## config.mk

```make
export PLATFORM = sky130hd
export DESIGN_NAME = ptts_mul_step
export DESIGN_NICKNAME = d
export VERILOG_FILES = /design/src/hdl/ptts_pkg.sv /design/src/hdl/ptts_mul_step.sv
export SDC_FILE = /design/constraint.sdc
export NUM_CORES = 2
export LEC_CHECK = 0
export BUFFER_PORTS_ARGS = -buffer_cell sky130_fd_sc_hd__buf_2
export CAP_MARGIN = 5
export CORE_ASPECT_RATIO = 0.75
export CORE_MARGIN = 3
export CORE_UTILIZATION = 31
export DETAILED_ROUTE_END_ITERATION = 10
export GPL_TIMING_DRIVEN = 0
export SYNTH_ARGS = -nofsm -noshare
export SYNTH_HDL_FRONTEND = slang
export SYNTH_SLANG_ARGS = --single-unit
```

## constraint.sdc

```tcl
create_clock -name clk -period 12.3 [get_ports clk]
set_input_delay 1.23 -clock clk [delete_from_list [all_inputs] [get_ports clk]]
set_output_delay 1.23 -clock clk [all_outputs]
set_load 0.05 [all_outputs]
```

## src/hdl/ptts_pkg.sv

```systemverilog
`default_nettype none

package ptts_pkg;

    localparam int COEF_BITS_DEF = 32;
    localparam int FRAC_BITS_DEF = 16;

    localparam int SEL_BITS  = 3;
    localparam int MAX_ORDER = 4;

    // order_sel codes at or above this pick the order from the coefficients
    localparam logic [SEL_BITS-1:0] SEL_AUTO = SEL_BITS'(5);

    // load enables for the two register ranks of one multiply step
    typedef struct packed {
        logic pp;
        logic sum;
    } ptts_step_en_t;

endpackage

`default_nettype wire

```

## src/hdl/ptts_mul_step.sv

```systemverilog
`default_nettype none

// y = x * d, exact. x is LIMBS words wide and signed, d is one unsigned word.
// Rank 1 holds one word product per limb, rank 2 the recombined sum.
module ptts_mul_step
    import ptts_pkg::*;
#(
    parameter int COEF_BITS = COEF_BITS_DEF,
    parameter int LIMBS     = 1
)
(
    input  wire logic                                  clk,
    input  wire ptts_step_en_t                         en,
    input  wire logic signed [LIMBS*COEF_BITS-1:0]     x,
    input  wire logic        [COEF_BITS-1:0]           d,
    output logic signed      [(LIMBS+1)*COEF_BITS-1:0] y
);

    localparam int W  = COEF_BITS;
    localparam int PW = 2 * W;
    localparam int RW = (LIMBS + 1) * W;

    logic        [PW-1:0] pp_reg  [LIMBS];
    logic        [PW-1:0] pp_next [LIMBS];
    logic        [RW-1:0] even_words;
    logic        [RW-1:0] odd_words;
    logic signed [RW-1:0] y_reg;
    logic signed [RW-1:0] y_next;

    always_comb
    begin
        for (int m = 0; m < LIMBS; m++)
        begin
            if (m == LIMBS - 1)
            begin
                // top limb carries the sign
                pp_next[m] = $signed({{W{x[m*W+W-1]}}, x[m*W +: W]})
                           * $signed({{W{1'b0}}, d});
            end
            else
            begin
                pp_next[m] = {{W{1'b0}}, x[m*W +: W]} * {{W{1'b0}}, d};
            end
        end
    end

    // products of even limbs do not overlap, nor do those of odd limbs
    always_comb
    begin
        even_words = '0;
        odd_words  = '0;
        for (int m = 0; m < LIMBS; m++)
        begin
            if ((m & 1) == 0)
            begin
                even_words[m*W +: PW] = pp_reg[m];
            end
            else
            begin
                odd_words[m*W +: PW] = pp_reg[m];
            end
        end
        y_next = $signed(even_words + odd_words);
    end

    always_ff @(posedge clk)
    begin
        if (en.pp)
        begin
            pp_reg <= pp_next;
        end
        if (en.sum)
        begin
            y_reg <= y_next;
        end
    end

    assign y = y_reg;

endmodule

`default_nettype wire

```

Word-level counts from Yosys, hierarchy flattened
Cells that the tools add are included.
Widths: inputs -> output; s select.

operators by class
  shift operators = 0
  equal/unequal tests = 0
  reduce and logical (&&, ||, !) cells = 0
  magnitude comparators = 0
  multipliers = 1
  muxes and demuxes = 0
  add/subtract/negate cells = 0
  div/mod/pow operators = 0
  bitwise operators = 0

operator list
  cell            number
  $mul 32x33->64  1

storage, ports and cells
  register bits = 128
  bits of input ports = 67
  memories kept = 0
  memory bits (read-only) = 0
  output and inout bits = 64
  memory bits (writable) = 0
  latch bits = 0

Logic depth before layout (Yosys ltp)
  word-level depth = 1
  depth in mapped cells = 29
  gate-level depth less buffers = 27

Least setup slack after synthesis
No wires, ideal clock.

  path type = input to register
  from = input d[15]
  to = register pp_reg (netlist bit even_words[61]) (data pin)
  data arrival time = 7.862 ns
  stages on the path = 26
  buffers on the path = 2
  path slack = 4.169 ns
  library setup time = 0.270 ns
  path through = clkbuf_1 -> nand2_1 -> fa_1 -> inv_1 -> fa_1 -> inv_1 -> fa_1 -> inv_1 -> fa_1 -> inv_1 -> fa_1 -> fa_1 -> fa_1 -> fa_1 -> inv_1 -> ha_1 -> buf_6 -> a21oi_2 -> o21ai_2 -> or4_1 -> a311o_1 -> o21ai_2 -> o21ai_4 -> a211oi_4 -> o41ai_2 -> xor2_1

RTL lines
  what                  line                 text
  from (decl)           ptts_mul_step.sv:15  input wire logic [COEF_BITS-1:0] d,
  to (signal assigned)  ptts_mul_step.sv:70  pp_reg <= pp_next;
  to (decl)             ptts_mul_step.sv:23  logic [PW-1:0] pp_reg [LIMBS];

==> impl_results.md <==
* Hold Buf Count CTS at 0
* #FFs+latches synth at 128
* TNS Setup at 0 ps
* RSZ-0062 raised after global routing: no
* Starting DRC count in detailed routing at approximately 2700
* Mean Syn Cell Area at around 9.7 sq um
* Top sig layer: met5
* Slew Limit Fails at 0
* DRT Pass-1 Iters at 6
* Asr flop ratio synth at 0%
* Slew HR at between 10% and 20%
* Post-synthesis mux area share at 0%
* TritonCTS clock tree: yes
* WP data arrival at around 10000 ps
* Metal-1 WL at 58900 microns
* Max cap viols at 0
* CTS buffer count at 25
* Die width at 409 microns
* Layout cell share with drive strength beyond 1 at 4.73%
* Post_cts resized at 0
* # IOs at 131
* Min cycle time layout at 10020 ps
* Dpl hpwl at around 120000 microns
* Number of synthesized flops with an enable pin at approximately 130
* Cell Area, Synth at 37700 sq um
* Register area share after synthesis at between 10% and 20%
* Routed length on met3 at between 15000 and 20000 microns
* Die area at between 100000 and 150000 sq um
* CP max FO at 10
* CP max stage delay at 1020 ps
* Worst path most repeated cell: fa_1
* H-tree levels at 4
* Least-Margin Pin Slew at 1340 ps
* Cells after synthesis at between 3000 and 4000
* Clock Sinks at between 100 and 150
* DRC violations left at 0
* Total GRT Usage at 22.2%
* Synth Area in Adders at 57.2%
* GRT overflow at 0
* # setup viols final at 0
* Area grow syn2layout at 9.11%
* Xor-xnor portion of the synthesized cell area at under 10%
* Slowest stage cell, crit path: clkbuf_1
* Rows at 110
* Max clock buf depth at 3
* Most used DFF post-synth: edfxtp_1
* Port bufs at 130
* Period Utilization, post-route at 81.4%
* Routed Antenna Nets at 0
* Setup Buffers After CTS at 0
* Largest family of logic cells by synthesized area: adder cells
* Root Driver: clkbuf_16
* Synth cell types at 61
* Outcome: finished clean
* Cell Chain, Critical Path: buf_2 > clkbuf_1 > nand2_1 > fa_1 > inv_1 > fa_1 > fa_1 > fa_1 > fa_1 > fa_1 > fa_1 > fa_1 > ha_1 > clkbuf_2 > o21ai_0 > nand2b_1 > a221oi_1 > a31oi_1 > nor2_2 > o21ai_2 > a41oi_1 > o21ai_0 > xor2_1
* Final Hold Fails at 0
* CTS clk-pin slew, worst paths at 60 ps
* Drt wl/cell at roughly 24 microns
* Yosys warns at 0
* GPL Wtd Cong at ~1.0
* Initial antenna violation count at 36
* Synth Area in Simple Gates at around 16%
* Critical path launch point type: input port
* First-pass GRT wire length at 202000 microns
* Via density at 4.95
* CP Class: input port to register
* Nets at between 5000 and 6000
* Compound-cell area share of the yosys netlist at ~3.8%
* Core Area at 120000 sq um
* Vias in the first global route at 29342
* Starting Density at between 30% and 40%
* Met2 wire len at 59200 microns
* Critical Path RT at 12530 ps
* Hold/Removal Path Class: register to register
* Element type at the critical path end: register
* Largest net degree at the start of global routing at 65
* DR vias at ~28000
* Layout Skew at between 10 and 15 ps
* Die height at between 300 and 400 microns
* Clock latency on the worst-skew pair at 480 ps
* Syn Nets at 5133
* Max frequency at 99.8 MHz
* WL final at ~140000 microns
==> stage by stage <==
stage / std cells / instance area (sq um) / hold WS (ps) / utilization (%) / worst slack (ps)
6_report: 5683 / 41200 / 399 / 34.2 / 2280
5_1_grt: 5667 / 41100 / 406 / 34.2 / 2190
4_1_cts: 5664 / 41100 / 400 / 34.2 / 2560
3_5_place_dp: 5633 / 40500 / 405 / 33.6 / 2050
3_3_place_gp: 5632 / 40400 / 404 / 33.6 / 2060
2_1_floorplan: 3878 / 37700 / 400 / - / 4170
==> cell families (layout without fill, tap and decap cells) <==
group / count (synthesis) / in the layout
other cells: 0 / 19
flops: 128 / 128
fa+ha+maj: 1188 / 1188
buf+inv: 1143 / 1305
simple gates: 1145 / 1145
xor+xnor: 63 / 63
compound gates: 211 / 211
==> per-layer routing <==
layer / track usage (%) / vias up
li1: - / 11657
met1: 32.2 / 14693
met2: 32.7 / 1577
met3: 6.47 / 196
met4: 5.17 / 2
met5: 0 / -
==> worst paths after layout <==
kind | cells after the start | slack, ps | start | to
hold reg to reg | 0 | 400 | even_words[12]$_DFFE_PP_ | y[12]$_DFFE_PP_
hold / removal | 0 | 400 | even_words[12]$_DFFE_PP_ | y[12]$_DFFE_PP_
setup / recovery | 23 | 2280 | d[4] | even_words[62]$_DFFE_PP_
setup reg to reg | 0 | 11660 | even_words[56]$_DFFE_PP_ | y[56]$_DFFE_PP_
==> placed cells by master (no fill, tap or decap), types with 3 or more instances in the layout <==
cell type,n
a21o_1,29
a31o_2,3
fa_1,897
o21ai_1,7
a21oi_1,68
o2bb2ai_1,3
and4_1,3
edfxtp_1,128
a221oi_1,3
nor3_1,3
and2_1,595
buf_2,130
and3_1,6
ha_1,291
o21ai_0,30
o21a_1,3
nor2_1,22
nand2_1,442
a31oi_1,7
o21ai_2,5
nor2b_1,24
nand2b_1,16
clkbuf_1,207
xnor2_1,39
clkbuf_16,25
a211oi_1,6
nand3_1,8
o21bai_1,19
nand4_1,15
inv_1,933
diode_2,19
xor2_1,24
==> worst max-delay path: cells and delay by family <==
| family | cells | cell delay [ps] |
|---|---|---|
| fa+ha+maj | 9 | 4270 |
| xor+xnor | 1 | 160 |
| simple gates | 3 | 680 |
| compound gates | 6 | 2310 |
| buf+inv | 4 | 1570 |
==> Yosys cell counts, drive strengths merged (2+ instances only) <==
master | number | area [sq um]
nor3 | 3 | 15.0
a41oi | 2 | 25.0
nand3 | 8 | 40.0
inv | 933 | 3500
a211oi | 8 | 77.6
ha | 291 | 3640
a31o | 3 | 26.3
a2111oi | 3 | 38.8
a221o | 2 | 20.0
o21bai | 19 | 143
a21o | 29 | 218
xnor2 | 39 | 342
and4 | 3 | 26.3
o31ai | 3 | 32.5
fa | 897 | 18000
a31oi | 7 | 43.8
o2111ai | 2 | 17.5
buf | 4 | 32.5
a221oi | 3 | 26.3
a21oi | 72 | 390
nand2b | 16 | 100
nor4 | 2 | 12.5
o211ai | 2 | 15.0
edfxtp | 128 | 3840
nand4 | 15 | 93.8
or4 | 2 | 15.0
o21ai | 43 | 245
nand2 | 443 | 1670
xor2 | 24 | 210
nor2 | 24 | 95.1
and3 | 6 | 37.5
nor2b | 24 | 150
o21a | 3 | 22.5
o2bb2ai | 3 | 26.3
and2 | 595 | 3720
clkbuf | 206 | 774
or3 | 2 | 13.8
==> area by class of cell <==
type	instances	area, sq um
plain buffers	210	807
fillers	12548	79200
flip-flops and latches	128	3840
clock inverters	4	43.8
inverters	933	3500
diodes	19	47.5
well taps	1624	2030
repair buffers	131	683
clock buffers	27	633
multi-input cells	2607	29600
Power is not shown: default switching activity piles up to over one toggle a cycle in this logic, so the estimate is an artifact.
